**config.mk**
```make
export PLATFORM = sky130hd
export DESIGN_NAME = dnn_label_decoder
export DESIGN_NICKNAME = d
export VERILOG_FILES = /design/src/rtl/core/dnn_pkg.sv /design/src/rtl/core/dnn_label_decoder.sv
export SDC_FILE = /design/constraint.sdc
export NUM_CORES = 1
export LEC_CHECK = 0
export BUFFER_PORTS_ARGS = -buffer_cell sky130_fd_sc_hd__buf_4
export CORE_MARGIN = 2
export CORE_UTILIZATION = 50
export CTS_BUF_LIST = sky130_fd_sc_hd__clkbuf_4 sky130_fd_sc_hd__clkbuf_8
export CTS_CLUSTER_DIAMETER = 120
export DETAILED_ROUTE_END_ITERATION = 10
export HOLD_SLACK_MARGIN = 0.08
export PLACE_DENSITY = 0.73
export SYNTH_ARGS = -nofsm -noshare
export SYNTH_HDL_FRONTEND = slang
export SYNTH_SLANG_ARGS = --single-unit
```
**constraint.sdc**
```tcl
create_clock -name clk -period 8.65 [get_ports clk]
set_input_delay 1.73 -clock clk [delete_from_list [all_inputs] [get_ports clk]]
set_output_delay 1.73 -clock clk [all_outputs]
set_load 0.01 [all_outputs]
```
**src/rtl/core/dnn_pkg.sv**
```systemverilog
package dnn_pkg;

    localparam logic [2:0] STATUS_OK       = 3'd0;
    localparam logic [2:0] STATUS_TYPE     = 3'd1;
    localparam logic [2:0] STATUS_SHORT    = 3'd2;
    localparam logic [2:0] STATUS_LABEL    = 3'd3;
    localparam logic [2:0] STATUS_OVERFLOW = 3'd4;

    localparam logic [7:0] DOT_CHAR = 8'h2E;

    localparam logic [7:0] MIN_LABEL_RESET = 8'd1;
    localparam logic [7:0] MAX_LABEL_RESET = 8'd100;

    localparam logic REG_MIN_LABEL = 1'b0;
    localparam logic REG_MAX_LABEL = 1'b1;

    typedef struct packed {
        logic [7:0]  data_byte;
        logic        start_of_element;
        logic [7:0]  expected_type;
        logic [15:0] bytes_available;
    } in_item_t;

    typedef struct packed {
        logic [7:0] out_char;
        logic       char_valid;
        logic       end_flag;
        logic [2:0] status;
        logic [8:0] bytes_consumed;
        logic [7:0] element_length;
    } out_item_t;

endpackage

```
**src/rtl/core/dnn_label_decoder.sv**
```systemverilog
// A result appears in the output register in the cycle after its byte is transferred.
// Throughput: one byte per cycle; the single decode pass sits between the accepted byte and
// the output register, and input stalls only while a result waits unclaimed downstream.
// Reset (rst_n, asynchronous, active low) returns the decoder to idle, clears all counters
// and loads the label length limits with 1 and 100.
module dnn_label_decoder (
    input  logic                clk,
    input  logic                rst_n,
    input  logic                in_valid,
    output logic                in_ready,
    input  dnn_pkg::in_item_t   in_data,
    output logic                out_valid,
    input  logic                out_ready,
    output dnn_pkg::out_item_t  out_data,
    input  logic                psel,
    input  logic                penable,
    input  logic                pwrite,
    input  logic [2:0]          paddr,
    input  logic [31:0]         pwdata,
    output logic [31:0]         prdata,
    output logic                pready
);

    localparam logic [2:0] PH_IDLE  = 3'd0;
    localparam logic [2:0] PH_LEN   = 3'd1;
    localparam logic [2:0] PH_FIRST = 3'd2;
    localparam logic [2:0] PH_LABEL = 3'd3;
    localparam logic [2:0] PH_NEXT  = 3'd4;

    logic [7:0]  min_len_reg;
    logic [7:0]  max_len_reg;

    logic [2:0]  phase_reg,    phase_next;
    logic [7:0]  content_reg,  content_next;
    logic [7:0]  left_reg,     left_next;
    logic [7:0]  name_reg,     name_next;
    logic [8:0]  consumed_reg, consumed_next;
    logic [15:0] avail_reg,    avail_next;

    logic               out_valid_reg;
    dnn_pkg::out_item_t out_reg;
    dnn_pkg::out_item_t res_next;
    logic               emit_next;

    logic in_fire;
    logic [15:0] remaining;
    logic [9:0]  name_sum;
    logic done;
    logic do_adv;
    logic [7:0] adv_char;
    logic adv_cv;

    assign pready   = 1'b1;
    assign in_ready = !out_valid_reg || out_ready;
    assign in_fire  = in_valid && in_ready;
    assign out_valid = out_valid_reg;
    assign out_data  = out_reg;

    always_comb
    begin
        prdata = 32'd0;
        if (paddr[2] == dnn_pkg::REG_MAX_LABEL)
        begin
            prdata = {24'd0, max_len_reg};
        end
        else
        begin
            prdata = {24'd0, min_len_reg};
        end
    end

    always_ff @(posedge clk or negedge rst_n)
    begin
        if (!rst_n)
        begin
            min_len_reg <= dnn_pkg::MIN_LABEL_RESET;
            max_len_reg <= dnn_pkg::MAX_LABEL_RESET;
        end
        else if (psel && penable && pwrite && pready)
        begin
            if (paddr[2] == dnn_pkg::REG_MIN_LABEL)
            begin
                min_len_reg <= pwdata[7:0];
            end
            else
            begin
                max_len_reg <= pwdata[7:0];
            end
        end
    end

    always_comb
    begin
        phase_next    = phase_reg;
        content_next  = content_reg;
        left_next     = left_reg;
        name_next     = name_reg;
        consumed_next = consumed_reg;
        avail_next    = avail_reg;
        emit_next     = 1'b0;
        res_next      = '0;
        done          = 1'b0;
        do_adv        = 1'b0;
        adv_char      = 8'd0;
        adv_cv        = 1'b0;
        remaining     = 16'd0;
        name_sum      = 10'd0;

        if (in_data.start_of_element)
        begin
            content_next  = 8'd0;
            left_next     = 8'd0;
            name_next     = 8'd0;
            consumed_next = 9'd0;
            avail_next    = in_data.bytes_available;
            phase_next    = PH_LEN;
            if (in_data.expected_type != 8'd0)
            begin
                consumed_next = 9'd1;
                done          = 1'b1;
                if (in_data.data_byte != in_data.expected_type)
                begin
                    phase_next        = PH_IDLE;
                    emit_next         = 1'b1;
                    res_next.end_flag = 1'b1;
                    res_next.status   = dnn_pkg::STATUS_TYPE;
                end
            end
        end

        if (!done)
        begin
            unique case (phase_next)
                PH_LEN:
                begin
                    consumed_next = consumed_next + 9'd1;
                    content_next  = in_data.data_byte;
                    remaining = (avail_next > {7'd0, consumed_next})
                              ? avail_next - {7'd0, consumed_next} : 16'd0;
                    if (remaining < {8'd0, in_data.data_byte})
                    begin
                        phase_next        = PH_IDLE;
                        emit_next         = 1'b1;
                        res_next.end_flag = 1'b1;
                        res_next.status   = dnn_pkg::STATUS_SHORT;
                    end
                    else
                    begin
                        phase_next = PH_FIRST;
                    end
                end
                PH_FIRST:
                begin
                    consumed_next = consumed_next + 9'd1;
                    if (in_data.data_byte >= content_next
                        || in_data.data_byte < min_len_reg
                        || in_data.data_byte > max_len_reg)
                    begin
                        phase_next        = PH_IDLE;
                        emit_next         = 1'b1;
                        res_next.end_flag = 1'b1;
                        res_next.status   = dnn_pkg::STATUS_LABEL;
                    end
                    else
                    begin
                        left_next = in_data.data_byte;
                        name_next = 8'd0;
                        do_adv    = 1'b1;
                    end
                end
                PH_LABEL:
                begin
                    consumed_next = consumed_next + 9'd1;
                    name_next     = name_next + 8'd1;
                    left_next     = left_next - 8'd1;
                    do_adv        = 1'b1;
                    adv_char      = in_data.data_byte;
                    adv_cv        = 1'b1;
                end
                PH_NEXT:
                begin
                    consumed_next = consumed_next + 9'd1;
                    name_sum = {2'd0, name_next} + 10'd1 + {2'd0, in_data.data_byte};
                    if (name_sum > 10'd255)
                    begin
                        phase_next        = PH_IDLE;
                        emit_next         = 1'b1;
                        res_next.end_flag = 1'b1;
                        res_next.status   = dnn_pkg::STATUS_OVERFLOW;
                    end
                    else
                    begin
                        name_next = name_next + 8'd1;
                        left_next = in_data.data_byte;
                        do_adv    = 1'b1;
                        adv_char  = dnn_pkg::DOT_CHAR;
                        adv_cv    = 1'b1;
                    end
                end
                default:
                begin
                    // A byte outside an element is dropped.
                end
            endcase
        end

        // After a character or a label length the element either ends or carries on.
        if (do_adv)
        begin
            res_next.out_char   = adv_char;
            res_next.char_valid = adv_cv;
            if (left_next == 8'd0 && !(({1'b0, name_next} + 9'd1) < {1'b0, content_next}))
            begin
                phase_next              = PH_IDLE;
                emit_next               = 1'b1;
                res_next.end_flag       = 1'b1;
                res_next.status         = dnn_pkg::STATUS_OK;
                res_next.bytes_consumed = consumed_next;
            end
            else
            begin
                phase_next = (left_next != 8'd0) ? PH_LABEL : PH_NEXT;
                emit_next  = adv_cv;
            end
        end

        res_next.element_length = content_next;
    end

    always_ff @(posedge clk or negedge rst_n)
    begin
        if (!rst_n)
        begin
            phase_reg     <= PH_IDLE;
            content_reg   <= 8'd0;
            left_reg      <= 8'd0;
            name_reg      <= 8'd0;
            consumed_reg  <= 9'd0;
            avail_reg     <= 16'd0;
            out_valid_reg <= 1'b0;
        end
        else
        begin
            if (in_fire)
            begin
                phase_reg     <= phase_next;
                content_reg   <= content_next;
                left_reg      <= left_next;
                name_reg      <= name_next;
                consumed_reg  <= consumed_next;
                avail_reg     <= avail_next;
                out_valid_reg <= emit_next;
            end
            else if (out_ready)
            begin
                out_valid_reg <= 1'b0;
            end
        end
    end

    // The result register is loaded only when a transfer produces a result.
    always_ff @(posedge clk)
    begin
        if (in_fire && emit_next)
        begin
            out_reg <= res_next;
        end
    end

endmodule
```
==> After elaboration in Yosys (flattened, before gate mapping) <==
Cells that the tools add are included.
{ "classes": {"n_bitwise": 2, "order_cmp": 7, "mux": 63, "add_sub_neg": 7, "n_reduce_logical": 19, "n_eq_ne": 5} }
{ "op_table": {"columns": ["cell", "n"], "rows": [
  ["$mux 8", 12],
  ["$pmux 8 s3", 2],
  ["$mux 16", 2],
  ["$mux 4", 7],
  ["$mux 9", 3],
  ["$mux 13", 2],
  ["$mux 3", 7],
  ["$mux 1", 20],
  ["$add 8x1->9 const B", 2],
  ["$gt 16x9->1", 1],
  ["$lt 16x8->1", 1],
  ["$pmux 8 s2", 1],
  ["$reduce_bool 8->1", 2],
  ["$sub 16x9->16", 1],
  ["$pmux 4 s3", 1],
  ["$add 9x8->10", 1],
  ["$gt 10x8->1 const B", 1],
  ["$add 9x1->9 const B", 1],
  ["$lt 9x8->1", 1],
  ["$pmux 3 s3", 1],
  ["$add 8x1->8 const B", 1],
  ["$ge 8x8->1", 1],
  ["$gt 8x8->1", 1],
  ["$logic_not 8->1", 1],
  ["18 further kinds", 30]
]} }
{ "totals": {"ff_bits": 99, "wordCells": 118, "input_bits": 75} }

==> Depth between registers and ports, before layout <==
Gate-level depths: netlist of the first run.
{ "depth": {"ltp_word": 14, "depth_mapped": 28} }

==> Least setup slack after synthesis of the first run <==
No wires, ideal clock.
{ "synth_timing": {"kind": "input port to flip-flop", "startpoint": "input port in_data[24] in the netlist's numbering", "endpoint": "register out_reg, in the netlist out_data[0] (enable)", "n_path_buf": 6, "slack_ns": -0.236, "setup_ns": 0.435, "cell_stages": 25, "arrival_time_ns": 8.451, "cell_sequence": "buf_2 -> buf_1 -> clkbuf_1 -> buf_1 -> clkbuf_1 -> nor2b_1 -> ha_1 -> nand2b_4 -> a2111oi_4 -> o32ai_2 -> o41ai_4 -> and3_1 -> clkbuf_1 -> a21boi_0 -> ha_1 -> and2_1 -> nand2_1 -> xor2_1 -> ha_1 -> nand4_1 -> a21oi_1 -> a221o_1 -> a31o_1 -> nand4_1 -> a31oi_1"} }
{ "synth_via": {"elab_chain_len": 14} }
{ "synth_lines": {"columns": ["item", "line_no", "text"], "rows": [
  ["from (decl)", "dnn_label_decoder.sv:11", "input dnn_pkg::in_item_t in_data,"],
  ["$mux 8", "dnn_label_decoder.sv:109", "if (in_data.start_of_element)"],
  ["$add 8x1->9 or $ge 8x8->1 (tied branches)", "dnn_label_decoder.sv:183, dnn_label_decoder.sv:155", null],
  ["$add 9x8->10 or $logic_or 1x1->1 (tied branches)", "dnn_label_decoder.sv:183, dnn_label_decoder.sv:156", null],
  ["$gt 10x8->1 or $logic_or 1x1->1 (tied branches)", "dnn_label_decoder.sv:184, dnn_label_decoder.sv:157", null],
  ["$mux 8, on equally long branches", "dnn_label_decoder.sv:184, dnn_label_decoder.sv:155", null],
  ["$pmux 8 s3", "dnn_label_decoder.sv:133", "unique case (phase_next)"],
  ["$mux 8 *", "dnn_label_decoder.sv:131", "if (!done)"],
  ["named net name_next[0]", "dnn_label_decoder.sv:36", "logic [7:0] name_reg, name_next;"],
  ["$add 8x1->9 *", "dnn_label_decoder.sv:212", "if (left_next == 8'd0 && !(({1'b0, name_next} + 9'd1) < {1'b0, content_next}))"],
  ["$lt 9x8->1 *", "dnn_label_decoder.sv:212", null],
  ["$logic_not 1->1 *", "dnn_label_decoder.sv:212", null],
  ["$logic_and 1x1->1 *", "dnn_label_decoder.sv:212", null],
  ["$mux 1 *", "dnn_label_decoder.sv:212", null],
  ["$mux 1 *", "dnn_label_decoder.sv:208", "if (do_adv)"],
  ["$logic_and 1x1->1 *", "dnn_label_decoder.sv:264", "if (in_fire && emit_next)"],
  ["to (signal assigned)", "dnn_label_decoder.sv:266", "out_reg <= res_next;"],
  ["to (decl)", "dnn_label_decoder.sv:41", "dnn_pkg::out_item_t out_reg;"]
]} }
Mark *: on every way through the listed nets, which the timed path passes. The rest lies on a longest branch.
A chain may end at the register's enable or synchronous reset.

==> Final worst setup path of the first run <==
{ "layout_timing": {"startpoint": "input port in_data[24] in the netlist's numbering", "endpoint": "register out_reg, in the netlist out_data[21] (enable)"} }
Same word-level chain as after synthesis.

==> results of run 1 <==
-- cell type report --
cell class | instances | area (um^2) | area share [%]
inverter | 53 | 199 | 2.37
timing repair buffer | 100 | 751 | 8.95
sequential | 99 | 2630 | 31.4
tap | 184 | 230 | 2.75
multi-input combinational | 652 | 4380 | 52.2
clock buffer | 10 | 131 | 1.57
clock inverter | 6 | 66.3 | 0.791
-- placed cells by master (no fill, tap or decap), types with 30 or more instances in the layout --
cell type / count
nor2_1: 57
o21ai_0: 77
edfxtp_1: 30
dfrtp_1: 65
mux2_2: 36
inv_1: 51
nand2_1: 99
buf_4: 100
ha_1: 53
a21oi_1: 41
-- routing by layer --
metal	vias to the layer above	routed length, um	GRT usage [%]	share of wire [%]
met3	39	1090	2.80	5.9
li1	3111	-	-	-
met4	0	463	8.02	2.5
met5	-	0	0	0
met2	235	8080	36.1	44
met1	3032	8870	35.1	48
-- final timing paths --
path | from | to | slack, ps | cells after the start
worst max register to register | name_reg[0] | out_data[21] | 2500 | 23
min in group asynchronous | rst_n | content_reg[1] | 1470 | 1
worst max-delay path | in_data[24] | out_data[21] | 1120 | 25
max in group asynchronous | rst_n | left_reg[7] | 6570 | 1
worst min-delay path | avail_reg[1] | avail_reg[1] | 490 | 2
worst min register to register | avail_reg[1] | avail_reg[1] | 490 | 2
-- power by group through the flow --
| stage | sequential [mW] | clock, mW | combinational, mW |
|---|---|---|---|
| 6_report | 0.677 | 0.311 | 0.839 |
| 5_1_grt | 0.692 | 0.334 | 0.939 |
| 4_1_cts | 0.675 | 0.316 | 0.832 |
| 3_5_place_dp | 0.684 | 0 | 0.827 |
| 3_3_place_gp | 0.681 | 0 | 0.810 |
| 2_1_floorplan | 0.669 | 0 | 0.601 |
-- cell families (layout without fill, tap and decap cells) --
| kind of cell | after synthesis | in the layout | synth area share, % |
|---|---|---|---|
| and+or+nand+nor | 287 | 287 | 19.3 |
| other | 2 | 25 | 0.101 |
| buffers and inverters | 107 | 169 | 6.77 |
| DFF | 99 | 99 | 35.5 |
| muxes | 46 | 46 | 6.82 |
| adders and majority gates | 55 | 55 | 9.49 |
| AOI/OAI and AO/OA | 207 | 207 | 18.2 |
| xor gates and xnor gates | 32 | 32 | 3.78 |
-- worst max-delay path, delay by kind of cell --
kind | cells | cell delay [ps]
buf+inv | 4 | 1100
compound gates | 11 | 2650
simple gates | 6 | 1010
fa+ha+maj | 4 | 1130
==> summary.txt, run 1 <==
Status
  – Status: complete, no violations

Critical path
  – Crit path required time: 8760 ps
  – Critical path's slowest cell: a21oi_1
  – Worst Setup End Kind: flop
  – CP peak stage delay: 520 ps
  – Critical path launch point type: input port
  – Crit path max fanout: 30
  – Crit path top cell by count: ha_1
  – Worst Path Arrival: 7640 ps
  – Worst Path Class, Setup: in -> reg

Place
  – Port-buffer cells: 88
  – RD Place Congestion: 0.947
  – Placement Cell Area: 8190 um^2
  – Pre-CTS WS: 853 ps
  – Cells after DPL: 1,088
  – Hpwl dp: 13,400 um

STA
  – Setup ws final: 1120 ps
  – Tightest Pin Transition: 936 ps
  – Setup_tns: 0 ps
  – Period utilization: 87.0%
  – RSZ-0062 raised after global routing: false
  – Fin Hold WS: 491 ps
  – Post-route minimum period: 7530 ps
  – Final Hold Viols: 0
  – Max Clk Rate: 0.133 GHz
  – Rel. slew slack: 37.6%
  – Final setup fails: 0
  – Setup Skew: 18.5 ps
  – Slew Limit Fails: 0

Global routing
  – GRT Total Usage: 23.6%
  – Largest net degree at the start of global routing: 70
  – Vias in the first global route: 5,950
  – Initial antenna violation count: 0
  – First-pass GRT wire length: 30,300 um
  – GRT overflow: 0

Route
  – Iter 0 DRT Violations: 577
  – Via Count: 6,417
  – Pre-antenna DRT Iters: 5
  – Post-route ant nets: 0
  – DR vias/cell: 5.81
  – Wirelength per Cell: 16.8 um
  – Drc violations: 0
  – DRT Wirelength: 18,500 um

Pwr
  – Sequential fraction of design power: 37.0%
  – Leak: 3.74 nW
  – Combinational cell fraction of total power: 45.9%
  – Net Sw Power: 0.740 mW
  – Clk pwr share: 17.0%
  – Net Sw Frac: 40.5%
  – P per Cell Area: 218 nW/um^2
  – VDD IR max: 0.144 mV
  – Post-route total power: 1.83 mW
  – Internal power: 1.09 mW

Synthesis
  – Post-synthesis cell count: 835
  – Synth top area cells: dfrtp_1 22%, edfxtp_1 12%, ha_1 8.9%
  – Post-synth EDFFs: 30
  – Number of synthesis warnings: 0
  – FF+latch count, synth: 99
  – Synthesized area per cell: 8.87 um^2
  – Async SR Flop Fraction: 69.7%
  – Most used DFF post-synth: dfrtp_1
  – Most frequent cell after synthesis: nand2_1
  – Post-synth top cells: 99 x nand2_1, 77 x o21ai_0, 65 x dfrtp_1
  – Top cell type by total area after synthesis: dfrtp_1
  – Synth top area share: 22.0%
  – Post-Synthesis Cell Area: 7410 um^2
  – Sequential area share after synthesis: 35.5%
  – Yosys cell types: 81

CTS
  – Setup Buffers After CTS: 0
  – CTS Buf Count: 9
  – CTS H-tree depth: 3
  – # resized after CTS: 0
  – Root buffer cell: clkbuf_8
  – Hold-fix buffers, CTS: 0
  – Worst skew pair latency: 400 ps
  – CTS tree: done
  – Clk buf depth: 2
  – Clock transition at path regs: 100 ps
  – Sink Count: 99

Min path
  – Hold Path Class: reg -> reg

Die
  – Row count: 44
  – Die area: 15,800 um^2
  – Core ar.: 14,500 um^2
  – Starting density of the core: 51.2%
  – Die Ht: 126 um
  – Chip width: 126 um
  – I/O Pins: 140

Final layout
  – Antenna diode count: 0
  – Layout Nets: 1,045
  – Area grow syn2layout: 13.2%
  – Filler Cell Count: 1,294
  – Post-route design area: 8390 um^2
  – Cell Count, Final, Fillers Out: 1,104
  – Max reg flops: 30
  – Fin util: 57.9%
  – Share of cells above drive strength 1: 19.5%

Run
  – Max Cap Viol: 0
(Power assumes the default switching activity.)
==> run 2: changes to the inputs <==
- ABC_AREA: not set -> 1
==> run 2 against run 1 <==
  * Core utilization down 0.79 points
  * Count of clock-buffer cells in the layout up 1
  * Worst setup slack better by 490 ps
  * Area after synthesis up 5.4%
  * Register-to-register slack better by 1200 ps
  * First-iteration DRC count down 27%
  * Critical endpoint is now out_data[22]
==> summary.txt, run 2 <==
Global routing
  – GRT met2 Usage: 39.1%
  – Largest net degree at the start of global routing: 70
  – GR peak layer: met2
  – GRT Total Usage: 24.2%
  – Initial antenna violation count: 0
  – Global routing usage on met3: 3.16%
  – GR met1 Demand/Resource: 32.1%
  – Vias in the first global route: 6,461
  – GRT overflow: 0
  – First-pass GRT wire length: 31,500 um

Route
  – Post-route ant nets: 0
  – Iter 0 DRT Violations: 419
  – Via Count: 7,072
  – Pre-antenna DRT Iters: 5
  – DRT Wirelength: 19,400 um
  – DR vias/cell: 5.11
  – Wirelength per Cell: 14.0 um
  – Drc violations: 0

Synthesis
  – Async SR Flop Fraction: 69.7%
  – Most frequent cell after synthesis: nand2_1
  – Post-Synthesis Cell Area: 7810 um^2
  – Yosys cell types: 50
  – Top cell type by total area after synthesis: dfrtp_1
  – Sequential area share after synthesis: 33.7%
  – Synth top area cells: dfrtp_1 21%, nand2_1 16%, edfxtp_1 12%
  – Post-synth top cells: 327 x nand2_1, 162 x inv_1, 100 x o21ai_0
  – Most used DFF post-synth: dfrtp_1
  – Synthesized area per cell: 7.15 um^2
  – Post-synthesis cell count: 1,092
  – FF+latch count, synth: 99
  – Number of synthesis warnings: 0
  – Post-synth EDFFs: 30
  – Synth top area share: 20.8%

Critical path
  – CP peak stage delay: 430 ps
  – Crit path max fanout: 41
  – Critical path launch point type: input port
  – Crit path required time: 8740 ps
  – Worst Path Class, Setup: in -> reg
  – Crit path top cell by count: nand2_1
  – Critical path's slowest cell: buf_4
  – Worst Path Arrival: 7120 ps
  – Worst Setup End Kind: flop

Die
  – I/O Pins: 140
  – Starting density of the core: 51.2%
  – Core ar.: 15,300 um^2
  – Chip width: 129 um
  – Row count: 45
  – Die area: 16,600 um^2
  – Die Ht: 129 um

Final layout
  – Fin util: 57.1%
  – Most common cell after layout, fill and taps aside: nand2_1
  – Leading cell types in the layout, fill and taps excluded: 326 x nand2_1, 162 x inv_1, 100 x o21ai_0
  – Layout Nets: 1,298
  – Area grow syn2layout: 11.7%
  – Max reg flops: 30
  – Share of cells above drive strength 1: 14.7%
  – Antenna diode count: 0
  – Cell Count, Final, Fillers Out: 1,383

CTS
  – CTS H-tree depth: 3
  – Root buffer cell: clkbuf_8
  – Clock transition at path regs: 90 ps
  – Clk buf depth: 2
  – Sink Count: 99
  – Worst skew pair latency: 390 ps
  – Setup Buffers After CTS: 0
  – # resized after CTS: 0
  – Hold-fix buffers, CTS: 0
  – CTS Buf Count: 9
  – CTS tree: done

Place
  – Cells after DPL: 1,368
  – Hpwl dp: 14,300 um
  – Port-buffer cells: 88
  – RD Place Congestion: 0.934

STA
  – RSZ-0062 raised after global routing: false
  – Rel. slew slack: 38.4%
  – Setup Skew: 10.2 ps
  – Final Hold Viols: 0
  – Post-route minimum period: 7040 ps
  – Slew Limit Fails: 0
  – Tightest Pin Transition: 923 ps
  – Final setup fails: 0
  – Period utilization: 81.3%
  – Max Clk Rate: 0.142 GHz
  – Setup_tns: 0 ps

Pwr
  – P per Cell Area: 190 nW/um^2
  – VDD IR max: 0.0874 mV
  – Leak: 4.49 nW

Run
  – Max Cap Viol: 0

Min path
  – Hold Path Class: reg -> reg

Status
  – Status: complete, no violations
run 2: changes by cell type in the layout (fill, tap and decap cells not counted), sizes merged, moves of 18 or more:
cell,change
nand2,+239
nor2b,-18
nand3,+29
mux2,-36
inv,+117
nor2,+28
o21ai,+26
run 2: logic make-up (layout without fill, tap and decap cells):
family                   after synthesis  count (layout)  share of synthesized area [%]
AND/OR/NAND/NOR                      530             530                           30.9
adder cells (fa/ha/maj)               55              55                           9.01
buffers and inverters                222             279                           12.6
AO/OA/AOI/OAI                        168             168                           11.9
flip-flops                            99              99                           33.7
other                                  2              25                         0.0962
XOR/XNOR                              15              15                           1.68
multiplexers                           1               1                          0.128
run 2: layout make-up:
cell class,instances,area (um^2)
Tap cell,211,264
Clock buffer,11,145
Fill cell,1449,6540
Inverter,170,646
Timing Repair Buffer,94,706
Multi-Input combinational cell,794,4280
Sequential cell,99,2630
Clock inverter,4,42.5
run 2: per-layer routing:
layer / wire, um / up-vias / part of all wire, %
met3: 964 / 39 / 5.0
met1: 8700 / 3224 / 45
met4: 665 / 0 / 3.4
met5: 0 / - / 0
met2: 9040 / 214 / 47
li1: - / 3595 / -
run 2: power breakdown:
part | internal, mW | leakage, nW | total [mW] | switching, mW
sequential | 0.582 | 1.18 | 0.629 | 0.0467
clock | 0.141 | 0.0977 | 0.301 | 0.160
combinational | 0.265 | 3.22 | 0.725 | 0.459
total | 0.988 | 4.49 | 1.65 | 0.667
run 2: metrics by stage:
step / instance area [um^2] / setup slack, ps / hold slack [ps] / total power [mW]
after CTS: 8720 / 1720 / 491 / 1.67
after global placement: 8530 / 1440 / 463 / 1.34
final: 8720 / 1610 / 486 / 1.65
after global routing: 8720 / 1030 / 503 / 1.80
after floorplan: 7890 / 2400 / 448 / 1.16
after detailed placement: 8530 / 1290 / 468 / 1.36
run 2: final timing paths:
kind | startpoint | end | slack [ps] | cells after the start
max in group asynchronous | rst_n | consumed_reg[0] | 6590 | 1
worst max register to register | content_reg[7] | out_data[22] | 3680 | 30
worst max-delay path | in_data[24] | out_data[22] | 1610 | 37
worst min register to register | left_reg[3] | left_reg[3] | 490 | 2
worst min-delay path | left_reg[3] | left_reg[3] | 490 | 2
min in group asynchronous | rst_n | min_len_reg[1] | 1460 | 1
run 2: critical path: cells and delay by family:
family                     cells  cell delay [ps]
and+or+nand+nor               20             2100
adders and majority gates      2              630
xor gates and xnor gates       1              290
AOI/OAI and AO/OA              5              700
buffers and inverters          9             1640
==> run 3: changes to the inputs <==
- PLACE_DENSITY: 0.73 -> 0.76
- clock period: 8.65 -> 5.8 ns (I/O delays scaled with it)
==> run 3 against run 2 <==
  * Core utilization up 1.7 points
  * Sequential share of layout area down 0.89 points
  * Final area up 3.0%
  * Sequential cell count unchanged
  * Die area unchanged
  * First-iteration DRC count up 27%
  * Power up 57%
  * Clock power up 78%
  * Worst setup slack worse by 1200 ps
  * Count of clock-buffer cells in the layout down 1
  * Cell count up 1.7%
==> summary.txt, run 3 (synthesis gave the netlist of run 2 again) <==
Status
  – Status: complete, no violations

Critical path
  – Worst Setup End Kind: flop
  – Crit path max fanout: 10
  – Critical path launch point type: input port
  – Crit path required time: 5910 ps
  – Reg-to-reg setup timing slack: 1200 ps
  – RR Endpoint: out_data[19]
  – CP startpoint: in_data[23]
  – R2R depth: 32
  – Critical path's slowest cell: ha_1
  – Worst Path Arrival: 5530 ps
  – Worst Path Class, Setup: in -> reg
  – CP peak stage delay: 310 ps
  – Worst r2r src: name_reg[0]
  – Crit path top cell by count: nand2_1

Final layout
  – Max reg flops: 30
  – Layout Nets: 1,321
  – Filler Cell Count: 1,417
  – Cell Count, Final, Fillers Out: 1,407
  – Post-route design area: 8980 um^2
  – Most common cell after layout, fill and taps aside: nand2_1
  – Area grow syn2layout: 15.0%
  – Leading cell types in the layout, fill and taps excluded: 326 x nand2_1, 161 x inv_1, 114 x buf_4
  – Share of cells above drive strength 1: 16.7%
  – Antenna diode count: 0

Route
  – Wirelength per Cell: 14.0 um
  – DR vias/cell: 5.08
  – DRT Wirelength: 19,700 um
  – Drc violations: 0
  – Iter 0 DRT Violations: 532
  – Post-route ant nets: 0
  – Via Count: 7,142
  – Pre-antenna DRT Iters: 5

STA
  – Setup ws final: 378 ps
  – Slew Limit Fails: 0
  – Rel. slew slack: 36.2%
  – Period utilization: 93.5%
  – Post-route minimum period: 5420 ps
  – Max Clk Rate: 0.184 GHz
  – Final Hold Viols: 0
  – Setup Skew: 15.6 ps
  – Final setup fails: 0
  – Tightest Pin Transition: 958 ps

Pwr
  – VDD IR max: 0.172 mV
  – Leak: 4.64 nW
  – P per Cell Area: 289 nW/um^2

Min path
  – Hold path startpoint: left_reg[4]
  – Hold endpoint: left_reg[4]
  – WHS Path Cells: 2
  – Hold Path Class: reg -> reg

Die
  – Die Ht: 129 um
  – I/O Pins: 140
  – Die area: 16,600 um^2
  – Row count: 45
  – Starting density of the core: 51.2%
  – Chip width: 129 um
  – Core ar.: 15,300 um^2

Place
  – Cells after DPL: 1,388
  – RD Place Congestion: 0.959
  – Pre-CTS WS: 75.4 ps
  – Placement Cell Area: 8690 um^2
  – Hpwl dp: 14,500 um
  – Port-buffer cells: 88

Global routing
  – First-pass GRT wire length: 32,300 um
  – Initial antenna violation count: 0
  – GRT met2 Usage: 40.9%
  – GR met1 Demand/Resource: 33.0%
  – GR peak layer: met2
  – GRT overflow: 0
  – Largest net degree at the start of global routing: 70
  – GRT Total Usage: 24.9%
  – Global routing usage on met3: 3.41%
  – Vias in the first global route: 6,623

Run
  – Max Cap Viol: 0

CTS
  – CTS Buf Count: 9
  – Worst skew pair latency: 400 ps
  – Clock transition at path regs: 90 ps
  – Root buffer cell: clkbuf_8
  – CTS tree: done
  – Hold-fix buffers, CTS: 0
  – CTS H-tree depth: 3
  – Clk buf depth: 2
  – Sink Count: 99
## run 3: layout make-up
| type | instances | area, um^2 | share of cell area, % |
|---|---|---|---|
| clock buffer | 10 | 131 | 1.46 |
| clock inverter | 6 | 104 | 1.16 |
| inverter | 170 | 646 | 7.19 |
| multi-input combinational | 794 | 4290 | 47.8 |
| sequential | 99 | 2630 | 29.3 |
| tap | 211 | 264 | 2.94 |
| timing repair buffer | 117 | 912 | 10.2 |
## run 3: critical path, delay by kind of cell
family                   cells  cell delay, ps
adder cells (fa/ha/maj)      3             830
XOR/XNOR                     1             290
AO/OA/AOI/OAI                5             640
buffers and inverters        7             720
AND/OR/NAND/NOR             20            1860
## run 3: layer usage
metal	up-vias	routed length (um)
met3	33	975
met2	188	9220
li1	3650	-
met5	-	0
met1	3271	8890
met4	0	658
## run 3: how the worst max path moves through the flow
stage                              end  slack [ps]  cells after the start
final                     out_data[19]         380                     36
after global routing       out_data[1]         -20                     38
after CTS                 out_data[29]         480                     37
after detailed placement  out_data[28]          80                     36
after global placement    out_data[29]         120                     36
after floorplan            out_data[0]         120                     33
## run 3: power by group
part	total (mW)	internal, mW	switching (mW)
clock network	0.537	0.288	0.249
logic	1.12	0.418	0.703
registers	0.939	0.868	0.0712
## run 3: per-stage QoR
stage | setup TNS, ps | util [%] | hold WS, ps | total power, mW
finish | 0 | 58.9 | 489 | 2.60
global route | -127 | 58.9 | 524 | 2.82
CTS | 0 | 58.5 | 493 | 2.59
detailed placement | 0 | 57.0 | 470 | 2.05
global placement | 0 | 57.0 | 464 | 2.02
floorplan | 0 | - | 448 | 1.74
## run 3: repair_timing
action                                  4_1_cts  5_1_grt
setup buffers                                 0        2
hold endpoints to repair                      0        0
gates resized for setup                       0        5
endpoints found under the setup margin        0       30
